File: config.mk
export PLATFORM = sky130hd
export DESIGN_NAME = rdq_front
export DESIGN_NICKNAME = d
export VERILOG_FILES = /design/src/hdl/rdq_pkg.sv /design/src/hdl/rdq_front.sv
export SDC_FILE = /design/constraint.sdc
export NUM_CORES = 1
export LEC_CHECK = 0
export BUFFER_PORTS_ARGS = -buffer_cell sky130_fd_sc_hd__buf_2
export CAP_MARGIN = 20
export CORE_ASPECT_RATIO = 0.8
export CORE_UTILIZATION = 50
export DETAILED_ROUTE_END_ITERATION = 12
export PLACE_DENSITY_LB_ADDON = 0.25
export REMOVE_ABC_BUFFERS = 1
export SLEW_MARGIN = 30
export SYNTH_ARGS = -nofsm -noshare
export SYNTH_HDL_FRONTEND = slang
export SYNTH_SLANG_ARGS = --single-unit
File: constraint.sdc
create_clock -name clock -period 4.6 [get_ports clock]
set_input_delay 0.23 -clock clock [delete_from_list [all_inputs] [get_ports clock]]
set_output_delay 0.23 -clock clock [all_outputs]
set_load 0.005 [all_outputs]
File: src/hdl/rdq_pkg.sv
`timescale 1ns / 1ps
`default_nettype none
package rdq_pkg;

   localparam int VALUE_W       = 32;
   localparam int COMMAND_W     = 3;
   localparam int STATUS_W      = 2;
   localparam int ENTRY_COUNT_W = 11;

   // command codes
   localparam logic [COMMAND_W-1:0] CMD_PUSH_BACK  = 3'd0;
   localparam logic [COMMAND_W-1:0] CMD_PUSH_FRONT = 3'd1;
   localparam logic [COMMAND_W-1:0] CMD_POP_BACK   = 3'd2;
   localparam logic [COMMAND_W-1:0] CMD_POP_FRONT  = 3'd3;
   localparam logic [COMMAND_W-1:0] CMD_REVERSE    = 3'd4;
   localparam logic [COMMAND_W-1:0] CMD_COUNT      = 3'd5;

   // status codes
   localparam logic [STATUS_W-1:0] STATUS_OK    = 2'd0;
   localparam logic [STATUS_W-1:0] STATUS_EMPTY = 2'd1;
   localparam logic [STATUS_W-1:0] STATUS_FULL  = 2'd2;

   typedef struct packed {
      logic [COMMAND_W-1:0]      command;
      logic signed [VALUE_W-1:0] push_value;
   } req_type;

   typedef struct packed {
      logic [STATUS_W-1:0]       status;
      logic signed [VALUE_W-1:0] popped_value;
      logic [ENTRY_COUNT_W-1:0]  entry_count;
   } rsp_type;

   // classified operation handed from front to back (address travels beside it)
   typedef struct packed {
      logic                      wr;
      logic                      rd;
      logic [STATUS_W-1:0]       status;
      logic signed [VALUE_W-1:0] value;
      logic [ENTRY_COUNT_W-1:0]  entry_count;
   } op_type;

endpackage
`default_nettype wire

File: src/hdl/rdq_front.sv
`timescale 1ns / 1ps
`default_nettype none
module rdq_front #(
   parameter int DEPTH = 1024
) (
   input  wire logic                     clock,
   input  wire logic                     reset,
   input  wire logic                     start,
   input  wire rdq_pkg::req_type         req_item,
   input  wire logic                     queue_full,
   output logic                          busy,
   output logic                          enq,
   output rdq_pkg::op_type               enq_op,
   output logic [$clog2(DEPTH)-1:0]      enq_addr
);
   import rdq_pkg::*;

   localparam int AW = $clog2(DEPTH);
   localparam int SW = AW + 1;
   localparam int CW = $clog2(DEPTH + 1);
   localparam logic [SW-1:0] DEPTH_S = SW'(DEPTH);
   localparam logic [AW-1:0] LAST_IDX = AW'(DEPTH - 1);

   logic [AW-1:0] head_ff, head_in;
   logic [CW-1:0] count_ff, count_in;
   logic          rev_ff, rev_in;

   logic          accept;
   logic          is_full, is_empty;
   logic [AW-1:0] head_dec, head_inc;
   logic [SW-1:0] tail_sum, last_sum;
   logic [AW-1:0] tail_idx, last_idx;
   logic          at_front;

   assign busy   = queue_full | reset;
   assign accept = start & ~busy;
   assign enq    = accept;

   // ring index arithmetic
   assign is_full  = (count_ff == CW'(DEPTH));
   assign is_empty = (count_ff == '0);
   assign head_dec = (head_ff == '0) ? LAST_IDX : head_ff - AW'(1);
   assign head_inc = (head_ff == LAST_IDX) ? '0 : head_ff + AW'(1);
   assign tail_sum = {1'b0, head_ff} + SW'(count_ff);
   assign last_sum = tail_sum - SW'(1);
   assign tail_idx = AW'((tail_sum >= DEPTH_S) ? tail_sum - DEPTH_S : tail_sum);
   assign last_idx = AW'((last_sum >= DEPTH_S) ? last_sum - DEPTH_S : last_sum);

   // classify command against the reverse flag and update bookkeeping
   always_comb begin
      head_in            = head_ff;
      count_in           = count_ff;
      rev_in             = rev_ff;
      at_front           = 1'b0;
      enq_addr           = tail_idx;
      enq_op.wr          = 1'b0;
      enq_op.rd          = 1'b0;
      enq_op.status      = STATUS_OK;
      enq_op.value       = req_item.push_value;
      case (req_item.command)
         CMD_PUSH_BACK, CMD_PUSH_FRONT: begin
            at_front = (req_item.command == CMD_PUSH_BACK) ? rev_ff : ~rev_ff;
            if (is_full) begin
               enq_op.status = STATUS_FULL;
            end else begin
               enq_op.wr = 1'b1;
               count_in  = count_ff + CW'(1);
               if (at_front) begin
                  head_in  = head_dec;
                  enq_addr = head_dec;
               end else begin
                  enq_addr = tail_idx;
               end
            end
         end
         CMD_POP_BACK, CMD_POP_FRONT: begin
            at_front = (req_item.command == CMD_POP_BACK) ? rev_ff : ~rev_ff;
            if (is_empty) begin
               enq_op.status = STATUS_EMPTY;
            end else begin
               enq_op.rd = 1'b1;
               count_in  = count_ff - CW'(1);
               if (at_front) begin
                  head_in  = head_inc;
                  enq_addr = head_ff;
               end else begin
                  enq_addr = last_idx;
               end
            end
         end
         CMD_REVERSE: begin
            rev_in = ~rev_ff;
         end
         default: begin
         end
      endcase
      enq_op.entry_count = ENTRY_COUNT_W'(count_in);
   end

   always_ff @(posedge clock) begin
      if (reset) begin
         head_ff  <= '0;
         count_ff <= '0;
         rev_ff   <= 1'b0;
      end else if (accept) begin
         head_ff  <= head_in;
         count_ff <= count_in;
         rev_ff   <= rev_in;
      end
   end

endmodule
`default_nettype wire

; After elaboration in Yosys (flattened, before gate mapping)
; Index checks and enable logic that the tools add are counted.
[totals]
wordCells = 61
in_bits = 39
regBits = 22
[classes]
n_mux = 26
reduce_logical = 8
bitwise_logic = 4
add_sub_neg = 8
magnitude_cmp = 2
n_eq_ne = 10
[op_table]
columns = op, n
row1 = $mux 10, 12
row2 = $pmux 10 s2, 2
row3 = $sub 10x1->10 const B, 3
row4 = $ge 11x11->1 const B, 2
row5 = $mux 11, 2
row6 = $pmux 11 s2, 1
row7 = $sub 11x1->11 const B, 2
row8 = $add 10x11->11, 1
row9 = $add 11x1->11 const B, 1
row10 = $eq 11x11->1 const B, 1
row11 = $logic_not 11->1, 1
row12 = $add 10x1->10 const B, 1
row13 = $eq 10x10->1 const B, 1
row14 = $logic_not 10->1, 1
row15 = $ne 2x2->1 const B, 4
row16 = $mux 1, 7
row17 = $eq 3x2->1 const B, 2
row18 = $reduce_and 6->1, 1
row19 = $pmux 2 s2, 1
row20 = $reduce_or 2->1, 2
row21 = $eq 3x1->1 const B, 1
row22 = $eq 3x3->1 const B, 1
row23 = $logic_not 3->1, 1
row24 = $mux 2, 1
row25 = 5 further kinds, 6

; Depth between registers and ports, before layout
[logic_depth]
word_depth = 7
mapped_depth = 10
depth_no_buf = 10

; Worst setup path before layout
; No wires, ideal clock.
[synth_timing]
path_kind = flip-flop to output port
from = register head_ff[0]
to = output enq_addr[9]
path_buffers = 0
t_arrival_ns = 2.545
slack_ns = 1.825
t_required_ns = 4.370
stages_incl_launch_ff = 10
cell_sequence = dfxtp_1 -> ha_1 -> fa_1 -> a211oi_2 -> nor3b_1 -> o311a_1 -> a211oi_2 -> a41oi_1 -> o21a_1 -> or3_1
[synth_via]
elab_chain_len = 7
word_cells_on_any_way = 16
cone_classes = 5 x add/sub / 2 x order compare / 8 x mux / 1 x reduce/logical
[synth_lines]
columns = element, line
row1 = from (decl), rdq_front.sv:24  ; logic [AW-1:0] head_ff, head_in;
row2 = from (signal assigned), rdq_front.sv:106  ; head_ff <= head_in;
row3 = $add 10x11->11, rdq_front.sv:44  ; assign tail_sum = {1'b0, head_ff} + SW'(count_ff);
row4 = $sub 11x1->11, rdq_front.sv:45  ; assign last_sum = tail_sum - SW'(1);
row5 = $sub 10x1->10 or $ge 11x11->1 (tied branches), rdq_front.sv:47  ; assign last_idx = AW'((last_sum >= DEPTH_S) ? last_sum - DEPTH_S : last_sum);
row6 = $mux 10, rdq_front.sv:47
row7 = $mux 10, rdq_front.sv:83  ; if (at_front) begin
row8 = $mux 10, rdq_front.sv:78  ; if (is_empty) begin
row9 = $pmux 10 s2 *, rdq_front.sv:60  ; case (req_item.command)
row10 = to (decl), rdq_front.sv:14  ; output logic [$clog2(DEPTH)-1:0] enq_addr
; Mark *: on every way between the ends. The rest lies on a longest branch, timed or not.

; Worst setup path after layout
; Ends and elaborated chain as after synthesis.

==> impl_metrics.json <==
{
  "inserted_clock_buffers": 3,
  "relSlewSlack": 0.4787,
  "power.static_leakage_nw": 1.248,
  "critical_path.slowest_cell": "sky130_fd_sc_hd__fa_1",
  "worst_ep_arrival_time_ns": 3.18,
  "first_pass_grt_wire_length_mm": 14.59,
  "minimum_period_implied_by_the_final_worst_setup_slack_ns": 3.414,
  "drtAntennaViolNets": 0,
  "path_class": "flip-flop to primary output",
  "die_w_um": 88.92,
  "syn-mean-instance-area_sq_um": 7.194,
  "io-pin-count": 98,
  "final.fill_count": 603,
  "most_common_cell_in_the_synthesized_netlist": "sky130_fd_sc_hd__nor2_1",
  "die_h_um": 71.53,
  "route.vias.total": 3052,
  "worst-endpoint-required_ns": 4.37,
  "insertion_delay_ns": 0.27,
  "cts_resized": 0,
  "share_of_flip_flops_with_an_asynchronous_set_or_reset_after_synthesis": 0,
  "timing.critical_path.to_type": "primary output",
  "postSynth.topFlopCell": "sky130_fd_sc_hd__dfxtp_1",
  "routedWlPerCell_um": 19.10,
  "fin_nets": 455,
  "drt-initial-drc-count": 232,
  "post_synth_inst_count": 420,
  "dieArea_sq_um": 6360,
  "htree_levels": 1,
  "drt_drc_violations_left": 0,
  "finish.utilization": 0.5321,
  "cp_cell_sequence": "ha_1 > fa_1 > a211oi_2 > nor2_1 > xor2_1 > nor4_4 > a41oi_1 > o21a_1 > or3_1 > buf_2",
  "area_contributors_post_synth": "sky130_fd_sc_hd__dfxtp_1 (15%), sky130_fd_sc_hd__buf_4 (8.0%), sky130_fd_sc_hd__nor2_1 (6.0%), sky130_fd_sc_hd__ha_1 (5.8%), sky130_fd_sc_hd__a21oi_1 (5.1%)",
  "cts.reportedPaths.clkPinSlew_ns": 0.10,
  "grt_overflow": 0,
  "floorplan.initialDensity": 0.5352,
  "ff2ff_setup_slack_ns": 2.03,
  "synth-seq-area-share": 0.1458,
  "critical_path.max_stage_delay_ns": 0.45,
  "port_buffers": 33,
  "routabilityCongestion": 0.9198,
  "synth_cell_type_count": 68,
  "number_of_global_route_vias_before_repair": 2668,
  "worstSetupStartpointType": "flip-flop",
  "antennaDiodeCount": 0,
  "regArea_sq_um": 440.4,
  "fin_setup_tns_ns": 0,
  "multi_input_comb_area_sq_um": 2170,
  "post-cts-setup-buffers": 0,
  "ctsHoldBuffers": 0,
  "grt_setup_unrepaired": "false",
  "power-per-cell-area_nw_per_um2": 184.5,
  "cts_sinks": 22,
  "dp.final_hpwl_mm": 6.896,
  "synth-edff-count": 0,
  "grt_antenna_before_repair": 0,
  "mappedNetlistArea_sq_um": 3022,
  "clock_tree.root_cell": "sky130_fd_sc_hd__clkbuf_8",
  "kind_of_path_behind_the_tightest_hold_check": "input port to flip-flop",
  "max_cap_violations": 0,
  "outcome": "completed",
  "setup-violations-final": 0,
  "critical_path.max_fanout": 9,
  "clock_skew_ns": 0.001636,
  "ys_warn_count": 0,
  "synth_to_final_area_change_pct": -0.5797,
  "tightestPinTransition_ns": 0.7764,
  "design.core.area_sq_um": 5645,
  "ys_seq_elements": 22,
  "tritoncts_clock_tree": "yes",
  "min_period_over_period": 0.7422,
  "drv_slew": 0,
  "synthDominantCellAreaShare": 0.1458,
  "post_route_cells_drive_above_1_share": 0.1475,
  "global_route.usage.total": 0.3023,
  "drt-pass1-iter-count": 5,
  "avgViaCountPerCell": 6.385,
  "row_count": 24,
  "report.power.total_w": 0.0005541,
  "cts.path.max_buffers": 2,
  "max_freq_mhz": 292.9,
  "post-synth-top-area-cell": "sky130_fd_sc_hd__dfxtp_1",
  "post_synth_most_frequent_cells": "sky130_fd_sc_hd__nor2_1 (48), sky130_fd_sc_hd__buf_4 (32), sky130_fd_sc_hd__a21oi_1 (31)",
  "grt_start_max_net_pins": 26,
  "final_hold_viol_count": 0,
  "route.final.wire_length_mm": 9.130,
  "vdd.ir_drop.worst_uv": 101.4
}
## critical path, delay by kind of cell, from the launching register on
kind | cells | cell delay (ns)
adder cells (fa/ha/maj) | 2 | 0.72
flip-flops | 1 | 0.41
AND/OR/NAND/NOR | 3 | 0.81
AO/OA/AOI/OAI | 3 | 0.63
buffers and inverters | 1 | 0.13
XOR/XNOR | 1 | 0.21
## power by group
| part | internal [W] | total (W) | leakage, nW | switching [W] |
|---|---|---|---|---|
| registers | 0.000193 | 0.000202 | 0.178 | 0.00000804 |
| logic | 0.0000598 | 0.000159 | 1.03 | 0.0000993 |
| clock network | 0.000117 | 0.000194 | 0.0357 | 0.0000771 |
| total | 0.000370 | 0.000554 | 1.25 | 0.000184 |
## metal layers
metal,routed length [um],share of wire,GRT usage,vias up
met1,4305,0.47,0.4522,1403
met5,34,0.0037,0.09091,-
met4,42,0.0046,0.03943,2
li1,-,-,-,1471
met3,1207,0.13,0.1336,4
met2,3539,0.39,0.3940,172
## state kept, by name, indices dropped and copies added (netlist names)
signal,cells
rev_ff,1
head_ff,10
count_ff,11
## worst paths after layout
kind                                  from                        to  depth (start not counted)
setup / recovery   head_ff[0]$_SDFFE_PP0P_               enq_addr[9]                         10
hold reg to reg   count_ff[7]$_SDFFE_PP0P_  count_ff[7]$_SDFFE_PP0P_                          2
setup reg to reg  count_ff[1]$_SDFFE_PP0P_  count_ff[7]$_SDFFE_PP0P_                          9
hold / removal                req_item[32]       rev_ff$_SDFFE_PP0P_                          4
## final cells by class
cell class | instances | area share
inverter | 12 | 0.01499
multi-input combinational | 327 | 0.7222
clock buffer | 3 | 0.01374
timing repair buffer | 35 | 0.05998
sequential | 22 | 0.1466
tap | 78 | 0.03249
clock inverter | 1 | 0.009996
## per-stage QoR
step	std cells	cell area, sq um	hold WS [ns]	setup WS (ns)
global placement	474	2933	0.4601	1.595
detailed placement	474	2933	0.4601	1.538
floorplan	361	2655	0.2991	1.825
CTS	478	3004	0.3443	1.202
global route	478	3004	0.3723	0.9882
finish	478	3004	0.3365	1.186
## cells in the final DEF (no fill, tap or decap), types with 4 or more instances in the layout
cell type,instances
sky130_fd_sc_hd__ha_1,14
sky130_fd_sc_hd__o31ai_1,5
sky130_fd_sc_hd__nand2_1,30
sky130_fd_sc_hd__xnor2_1,12
sky130_fd_sc_hd__xor2_1,14
sky130_fd_sc_hd__a211oi_1,5
sky130_fd_sc_hd__nand3_1,11
sky130_fd_sc_hd__o21ai_0,29
sky130_fd_sc_hd__inv_1,11
sky130_fd_sc_hd__nand4_1,9
sky130_fd_sc_hd__a211oi_2,4
sky130_fd_sc_hd__o21ai_1,5
sky130_fd_sc_hd__or3_1,9
sky130_fd_sc_hd__a311oi_1,4
sky130_fd_sc_hd__nor2_1,48
sky130_fd_sc_hd__nand2b_1,5
sky130_fd_sc_hd__nor3b_1,6
sky130_fd_sc_hd__nor3_1,11
sky130_fd_sc_hd__o21a_1,4
sky130_fd_sc_hd__buf_2,33
sky130_fd_sc_hd__dfxtp_1,22
sky130_fd_sc_hd__nor2b_1,6
sky130_fd_sc_hd__a21oi_1,31
## cells by family after synthesis
group           synth area share
simple gates              0.2671
buf+inv                   0.1362
mux                     0.006626
flops                     0.1458
xor+xnor                 0.08075
compound gates            0.2990
fa+ha+maj                0.06460
Power figures use the tool's default switching activity.
