--- src/hdl/rdq_queue.sv ---
`timescale 1ns / 1ps
`default_nettype none
module rdq_queue #(
   parameter int WIDTH = 8
) (
   input  wire logic             clock,
   input  wire logic             reset,
   input  wire logic             push,
   input  wire logic [WIDTH-1:0] push_data,
   input  wire logic             pop,
   output logic      [WIDTH-1:0] pop_data,
   output logic                  full,
   output logic                  empty
);

   logic [WIDTH-1:0] slot_ff [2];
   logic             wr_ptr_ff, wr_ptr_in;
   logic             rd_ptr_ff, rd_ptr_in;
   logic [1:0]       fill_ff, fill_in;
   logic             do_push, do_pop;

   assign full     = (fill_ff == 2'd2);
   assign empty    = (fill_ff == 2'd0);
   assign do_push  = push & ~full;
   assign do_pop   = pop & ~empty;
   assign pop_data = slot_ff[rd_ptr_ff];

   // pointer and fill bookkeeping
   always_comb begin
      wr_ptr_in = wr_ptr_ff ^ do_push;
      rd_ptr_in = rd_ptr_ff ^ do_pop;
      fill_in   = fill_ff + {1'b0, do_push} - {1'b0, do_pop};
   end

   always_ff @(posedge clock) begin
      if (reset) begin
         wr_ptr_ff <= 1'b0;
         rd_ptr_ff <= 1'b0;
         fill_ff   <= 2'd0;
      end else begin
         wr_ptr_ff <= wr_ptr_in;
         rd_ptr_ff <= rd_ptr_in;
         fill_ff   <= fill_in;
      end
   end

   always_ff @(posedge clock) begin
      if (do_push) begin
         slot_ff[wr_ptr_ff] <= push_data;
      end
   end

endmodule
`default_nettype wire

--- config.mk ---
export PLATFORM = sky130hd
export DESIGN_NAME = rdq_queue
export DESIGN_NICKNAME = d
export VERILOG_FILES = /design/src/hdl/rdq_queue.sv
export SDC_FILE = /design/constraint.sdc
export NUM_CORES = 1
export LEC_CHECK = 0
export ABC_AREA = 1
export BUFFER_PORTS_ARGS = -buffer_cell sky130_fd_sc_hd__buf_2
export CAP_MARGIN = 25
export CORE_ASPECT_RATIO = 1.25
export CORE_MARGIN = 2
export CORE_UTILIZATION = 50
export CTS_BUF_LIST = sky130_fd_sc_hd__clkbuf_8 sky130_fd_sc_hd__clkbuf_16
export CTS_CLUSTER_SIZE = 40
export DETAILED_ROUTE_END_ITERATION = 7
export GPL_ROUTABILITY_DRIVEN = 1
export GPL_TIMING_DRIVEN = 0
export PLACE_DENSITY = 0.84
export SLEW_MARGIN = 30
export SYNTH_ARGS = -nofsm -noshare
export SYNTH_HDL_FRONTEND = slang
export SYNTH_SLANG_ARGS = --single-unit
--- constraint.sdc ---
create_clock -name clock -period 1.55 [get_ports clock]
set_input_delay 0.0775 -clock clock [delete_from_list [all_inputs] [get_ports clock]]
set_output_delay 0.0775 -clock clock [all_outputs]
set_load 0.01 [all_outputs]
Word-level counts from Yosys, hierarchy flattened. Memory sizes are Yosys's and may differ from the RTL's. A register that Yosys moved wholly into a read port is not among the register bits. Cells that the tools add are included. Widths: inputs -> output; s select.

Bits of input ports: 12. Register bits after elaboration: 4. Output and inout port bits: 10. Bits in latches: 0. RAM bits: 16. ROM bits: 0. Memories: 1.

Bitwise operators: 6. Div/mod/pow operators: 0. $mul: 0. Equal/unequal tests: 1. Add/subtract/negate cells: 2. Reduce and logical (&&, ||, !) cells: 1. Muxes and demuxes: 3. Order comparisons: 0. Shifts and indexed selects: 0.

Memories: slot_ff (words 2, bits a word 8, read ports 1, clocked after Yosys merged registers in 1, write ports 1, line 16) `logic [WIDTH-1:0] slot_ff [2];`.

Operator list (number): $mux 1 (3); $add 2x1->2 (1); $and 1x1->1 (2); $eq 2x2->1 const B (1); $logic_not 2->1 (1); $not 1->1 (2); $sub 2x1->2 (1); $xor 1x1->1 (2).

Longest topological paths before layout. Gate-level depths: netlist of run 1.

Depth in word-level cells: 5. Mapped depth: 10.

Least setup slack after synthesis of run 1. OpenSTA, ideal clock, no wires.

Path kind: reg2reg. From: register fill_ff[0]. To: register fill_ff[1]. Arrival time: 1.291 ns. Stages on the path, launching flop included: 10. Buffers on the path: 0. Library setup time: 0.115 ns. Required time: 1.435 ns. Path slack: 0.144 ns. Cells stage by stage: dfxtp_1 nor2_2 nor2_2 ha_1 inv_1 ha_1 inv_1 nand2_1 a21oi_1 nor2_1.

RTL lines: start: declaration (line 19) `logic [1:0] fill_ff, fill_in;`; start signal: assignment (line 43) `fill_ff <= fill_in;`; $logic_not 2->1 (line 23) `assign empty = (fill_ff == 2'd0);`; named net empty (line 13) `output logic empty`; $not 1->1 (line 25) `assign do_pop = pop & ~empty;`; $and 1x1->1 (line 25); $sub 2x1->2 (line 32) `fill_in = fill_ff + {1'b0, do_push} - {1'b0, do_pop};`.

The timed path passes the listed nets, and every way through them passes these cells. A chain may end at the register's enable or synchronous reset.

Final worst setup path of run 1.
From: register fill_ff[0]. To: register fill_ff[1].

Word-level cells in the longest chain between the ends: 5.

RTL lines: $eq 2x2->1 (line 22) `assign full = (fill_ff == 2'd2);`; $not 1->1 (line 24) `assign do_push = push & ~full;`; $and 1x1->1 (line 24); $add 2x1->2 (line 32); $sub 2x1->2 (*) (line 32).

Mark *: on every way between the ends. The rest lies on a longest branch, timed or not.

==> flow_summary_export.csv, run 1 <==
group,metric,value,unit
outcome,outcome,"completed",
die,core_area,1582,um^2
layout,layout_common_cells,"buf_2 (21), edfxtp_1 (16), inv_1 (10), mux2_4 (8), nor2_1 (6)",
clocking,post-cts-setup-buffers,0,
die,fp.dieW,40.95,um
hold_path,min_path_type,"input port to register",
pwr,p_sw_share,30.52,%
synth,synthAdderAreaFrac,5.865,%
synth,ys_ff_latch,20,
critical_path,r2r-end,"fill_ff[1]$_SDFF_PP0_",
synth,synthesis.area,853.3,um^2
drt,drtAntennaViolNets,0,
timing,fin_skew,6.234,ps
die,rows,16,
synth,synth_top_area_cell,"edfxtp_1",
synth,synthTopCellsByArea,"edfxtp_1 (56%), mux2_4 (14%), dfxtp_1 (9.4%)",
layout,final_common_cell,"buf_2",
pwr,p_leak,0.4697,nW
global_routing,grt_pass1_vias,516,
timing,hold_viol_final,0,
critical_path,critPathMaxStageDelay,350,ps
synth,synth_top_area_share,56.30,%
timing,max_freq,692.6,MHz
critical_path,slowest_stage,"dfxtp_2",
place,port_buffers,21,
clocking,cts_root_buf,"clkbuf_8",
pwr,max-vdd-ir-drop,0.9116,mV
clocking,cts_tree,"yes",
drt,num_vias,507,
die,pin_count,22,
clocking,insertion_delay,250,ps
critical_path,crit_required,1690,ps
critical_path,timing.rr.start,"fill_ff[0]$_SDFF_PP0_",
synth,syn_nets,76,
critical_path,critical_path_class,"register to register",
clocking,cts_sinks,20,
pwr,p_int,1.180,mW
drt,wire_per_inst,12.00,um
critical_path,cp-startpoint,"fill_ff[0]$_SDFF_PP0_",
timing,tns,0,ps
synth,synth_warnings,0,
clocking,cts.clk_slew.worst_paths,70,ps
drt,drc,0,
critical_path,crit_end,"fill_ff[1]$_SDFF_PP0_",
pwr,combPwrFrac,35.5,%
pwr,pwr-share-seq,45.2,%
layout,seqCellArea,563.0,um^2
timing,finalCriticalPeriod,1444,ps
drt,wl,1248,um
critical_path,worstPathCellList,"nor2_2, nor2_2, ha_1, inv_1, ha_1, inv_1, nand2_1, a21oi_2, nor2_1",
pwr,pwr-share-clk,19.3,%
timing,setup_violations,0,
clocking,ctsHtreeMaxLevel,1,
synth,synthCells,60,
drt,vias_per_cell,4.875,
timing,relSlewSlack,75.16,%
synth,muxShareOfSynthArea,14.08,%
synth,synth-seq-area-share,65.69,%
timing,fin_crit_sh,93.15,%
synth,ys_types,12,
layout,area_growth_syn_to_layout,22.58,%
place,placed_area,980.9,um^2
synth,synth_compound_area_share,1.173,%
global_routing,grt_overflow,0,
critical_path,path_max_fanout,5,
layout,n_antenna_cell,0,
layout,finalNetCount,103,
layout,fin_area,1046,um^2
global_routing,grt_use_total,14.57,%
timing,finalMaxSlewViolations,0,
global_routing,grt_pass1_wl,1952,um
critical_path,cp.arrival,1580,ps
timing,worstMarginPinSlew,372.6,ps
clocking,clockBufferDepth,2,
critical_path,crit_path_start_kind,"register",
synth,synth_top_family_by_area,"multiplexers",
pwr,p_sw,0.5185,mW
global_routing,antenna_found_initial,0,
die,die_y,50.19,um
place,finalWeightedCongestion,0.7707,
drt,dr.first_iter.drc_count,4,
critical_path,r2r.worst_path.cells,9,
place,hpwl,931.7,um
flow_run,maxCapViolations,0,
die,start_util,53.96,%
layout,fill_cells,127,
global_routing,grt_max_degree,12,
layout,multi_input_area,251.5,um^2
clocking,cts_made_buffers,3,
pwr,cellPowerDensity,1624,nW/um^2
die,die_area,2055,um^2
synth,syn_area_per_cell,14.22,um^2
synth,synth-simple-area-share,7.478,%
drt,firstDrtPassIters,4,
critical_path,r2r_slack,110,ps
critical_path,critPathCaptureType,"register",
synth,synth-xor-area-share,0,%
layout,drive_above_1_share,46.51,%
worst max-delay path: cells and delay by family, from the launching register on:
family | cells | cell delay (ps)
buffers and inverters | 2 | 90
flip-flops | 1 | 350
AO/OA/AOI/OAI | 1 | 140
AND/OR/NAND/NOR | 4 | 290
adder cells (fa/ha/maj) | 2 | 450
sequential cells by signal (all words and copies together) (netlist names):
| name | flops |
|---|---|
| wr_ptr_ff | 1 |
| fill_ff | 2 |
| slot_ff | 16 |
| rd_ptr_ff | 1 |
cells in the mapped netlist:
cell       n
inv_1     10
o21ai_1    1
nor2_1     6
edfxtp_1  16
dfxtp_1    4
mux2_4     8
nand3_1    2
buf_6      1
ha_1       4
nand2_1    5
nor2_2     2
a21oi_1    1
worst min path at each step:
stage	end	startpoint	depth (start not counted)
2_1_floorplan	wr_ptr_ff$_SDFF_PP0_	reset	1
6_report	slot_ff[1][7]$_DFFE_PP_	push_data[7]	1
3_3_place_gp	wr_ptr_ff$_SDFF_PP0_	reset	2
3_5_place_dp	wr_ptr_ff$_SDFF_PP0_	reset	2
4_1_cts	slot_ff[0][7]$_DFFE_PP_	push_data[7]	1
5_1_grt	slot_ff[0][7]$_DFFE_PP_	push_data[7]	1
power by group through the flow:
| stage | Clock, mW | Sequential (mW) | Combinational (mW) |
|---|---|---|---|
| after detailed placement | 0 | 0.769 | 0.594 |
| after CTS | 0.340 | 0.758 | 0.598 |
| after global placement | 0 | 0.760 | 0.572 |
| after global routing | 0.369 | 0.779 | 0.690 |
| after floorplan | 0 | 0.756 | 0.436 |
| final | 0.328 | 0.767 | 0.603 |
final cells by class:
type	count	share of cell area [%]
sequential	20	53.83
clock inverter	1	0.3589
buffer	1	1.077
multi-input combinational	29	24.04
clock buffer	3	3.947
timing repair buffer	22	11.00
inverter	10	3.589
tap	18	2.153
logic make-up after synthesis:
kind of cell / Yosys count
buf+inv: 11
fa+ha+maj: 4
compound gates: 2
simple gates: 15
mux: 8
flops: 20
per-stage QoR:
stage	power [mW]	hold WS, ps	utilization [%]	setup WS [ps]	cells
after detailed placement	1.363	264.7	62.03	76.34	99
final	1.699	13.09	66.14	106.1	104
after CTS	1.696	8.213	65.51	62.13	104
after global routing	1.838	0.8759	66.14	-12.26	104
after floorplan	1.192	144.2	-	143.6	60
after global placement	1.332	264.2	62.03	151.9	99
metal layers:
metal | vias to the layer above | routed length [um] | GRT usage [%] | part of all wire [%]
met2 | 14 | 728 | 26.56 | 58
met4 | 0 | 14 | 6.667 | 1.1
met3 | 2 | 65 | 3.097 | 5.2
met5 | - | 0 | 0 | 0
met1 | 232 | 439 | 14.02 | 35
li1 | 259 | - | - | -
timing repair:
action                     CTS  global route
resized for setup            0             5
hold buffers                 1             0
setup endpoints to repair    0             1
hold endpoints to repair     1             0
Power figures use the tool's default switching activity.
==> run 2, diff against run 1 <==
==> config.mk (replaced) <==
export PLATFORM = sky130hd
export DESIGN_NAME = rdq_queue
export DESIGN_NICKNAME = d
export VERILOG_FILES = /design/src/hdl/rdq_queue.sv
export SDC_FILE = /design/constraint.sdc
export NUM_CORES = 1
export LEC_CHECK = 0
export ABC_AREA = 1
export BUFFER_PORTS_ARGS = -buffer_cell sky130_fd_sc_hd__buf_2
export CAP_MARGIN = 25
export CORE_MARGIN = 2
export CORE_UTILIZATION = 53
export CTS_BUF_LIST = sky130_fd_sc_hd__clkbuf_4
export CTS_CLUSTER_SIZE = 14
export DETAILED_ROUTE_END_ITERATION = 7
export GPL_ROUTABILITY_DRIVEN = 1
export GPL_TIMING_DRIVEN = 0
export PLACE_DENSITY = 0.88
export SLEW_MARGIN = 30
export SYNTH_ARGS = -nofsm -noshare
export SYNTH_HDL_FRONTEND = slang
export SYNTH_SLANG_ARGS = --single-unit
==> run 2 against run 1 <==
Compared with the run above: flip-flop and latch count unchanged; clock skew down 3.9 ps; worst setup slack better by 15 ps; sequential power about the same; cell count up 5.8%; critical endpoint unchanged.
==> flow_summary_export.csv, run 2 (synthesized netlist as in run 1, its figures left out) <==
group,metric,value,unit
global_routing,grt_overflow,0,
outcome,outcome,"completed",
layout,n_antenna_cell,0,
critical_path,cp.arrival,1620,ps
timing,max_freq,700.0,MHz
clocking,cts_root_buf,"clkbuf_4",
die,pin_count,22,
critical_path,critPathCaptureType,"register",
critical_path,critPathMaxStageDelay,360,ps
die,fp.dieW,44.13,um
clocking,clockBufferDepth,2,
place,port_buffers,21,
layout,largest_register_ff_count,16,
clocking,cts_made_buffers,3,
flow_run,maxCapViolations,0,
critical_path,critPathTopFamily,"adder cells",
critical_path,worstPathCellList,"nor2_2, nor2_2, ha_1, inv_1, ha_1, inv_1, nand2_1, a21oi_1, nor2_1",
clocking,insertion_delay,290,ps
timing,tns,0,ps
global_routing,antenna_found_initial,0,
global_routing,grt_pass1_wl,2235,um
critical_path,crit_path_start_kind,"register",
drt,firstDrtPassIters,4,
die,start_util,56.64,%
drt,dr.first_iter.drc_count,9,
clocking,cts.clk_slew.worst_paths,100,ps
timing,finalMaxSlewViolations,0,
layout,fill_cells,109,
timing,hold_viol_final,0,
drt,drc,0,
layout,final_common_cell,"buf_2",
pwr,max-vdd-ir-drop,0.9440,mV
pwr,cellPowerDensity,1481,nW/um^2
global_routing,grt_max_degree,12,
critical_path,slowest_stage,"dfxtp_2",
drt,wire_per_inst,12.98,um
drt,drtAntennaViolNets,0,
global_routing,grt_use_total,16.26,%
layout,reg_top3,"slot_ff: 16 flops, fill_ff: 2 flops",
critical_path,cp_num_buf_inv,2,
timing,rsz0062_at_grt,"false",
layout,drive_above_1_share,41.49,%
die,die_y,44.13,um
timing,fin_skew,2.332,ps
critical_path,path_max_fanout,5,
layout,area_growth_syn_to_layout,29.03,%
hold_path,min_path_type,"input port to register",
critical_path,critical_path_class,"register to register",
layout,layout_common_cells,"buf_2 (21), edfxtp_1 (16), inv_1 (9), dlygate4sd3_1 (9), mux2_4 (8)",
clocking,ctsHtreeMaxLevel,1,
drt,vias_per_cell,4.964,
timing,worstMarginPinSlew,394.9,ps
die,core_area,1506,um^2
timing,finalCriticalPeriod,1429,ps
timing,fin_crit_sh,92.16,%
drt,wl,1428,um
place,finalWeightedCongestion,0.7853,
timing,setup_ws,121.5,ps
clocking,cts_sinks,20,
timing,relSlewSlack,73.67,%
place,post-place-ws,73.06,ps
pwr,p_leak,0.4916,nW
die,rows,14,
critical_path,crit_required,1740,ps
global_routing,grt_pass1_vias,567,
critical_path,r2r_slack,120,ps
clocking,cts_tree,"yes",
timing,setup_violations,0,
die,die_area,1947,um^2
drt,num_vias,546,
layout,top_register,"slot_ff",
layout,finalNetCount,111,
run 2: where the power goes:
part           internal [mW]  switching, mW
Sequential             0.711         0.0558
Clock                 0.0937          0.151
Combinational          0.304          0.315
run 2: worst paths after layout:
check                   startpoint                    end  cells after the start
min reg2reg   wr_ptr_ff$_SDFF_PP0_   wr_ptr_ff$_SDFF_PP0_                      3
max          fill_ff[0]$_SDFF_PP0_  fill_ff[1]$_SDFF_PP0_                      9
min                            pop   rd_ptr_ff$_SDFF_PP0_                      4
max reg2reg  fill_ff[0]$_SDFF_PP0_  fill_ff[1]$_SDFF_PP0_                      9
run 2: layout make-up:
class                      count  area (um^2)  area share (%)
inverter                      10        37.54           3.409
clock inverter                 1        3.754          0.3409
sequential                    20        563.0           51.14
tap                           16        20.02           1.818
multi-input combinational     29        247.7           22.50
buffer                         1        11.26           1.023
clock buffer                   3        22.52           2.045
timing repair buffer          30        195.2           17.73
run 2: worst min-delay path, stage by stage:
cell	delay (ps)
buf_2	90
nand3_1	70
nand2_1	60
nor2_1	40
run 2: what timing repair did:
action / 4_1_cts / 5_1_grt
hold endpoints to repair: 18 / 0
buffers inserted: 0 / 0
gates resized for setup: 0 / 4
hold buffers: 9 / 0
endpoints found under the setup margin: 0 / 1
run 2: routing by layer:
layer / part of all wire [%] / GRT usage (%)
met2: 58 / 32.06
met3: 5.5 / 2.449
met4: 0.98 / 5.455
met1: 36 / 17.26
met5: 0 / 0
run 2: per-stage QoR:
| step | cells | hold WS, ps | utilization (%) | area, um^2 | power [mW] |
|---|---|---|---|---|---|
| after floorplan | 60 | 144.2 | - | 853.3 | 1.192 |
| after global placement | 97 | 261.7 | 64.95 | 978.4 | 1.333 |
| after detailed placement | 97 | 268.0 | 64.95 | 978.4 | 1.374 |
| after CTS | 110 | 61.18 | 72.67 | 1095 | 1.630 |
| after global routing | 110 | 96.60 | 73.09 | 1101 | 1.739 |
| final | 110 | 73.92 | 73.09 | 1101 | 1.630 |
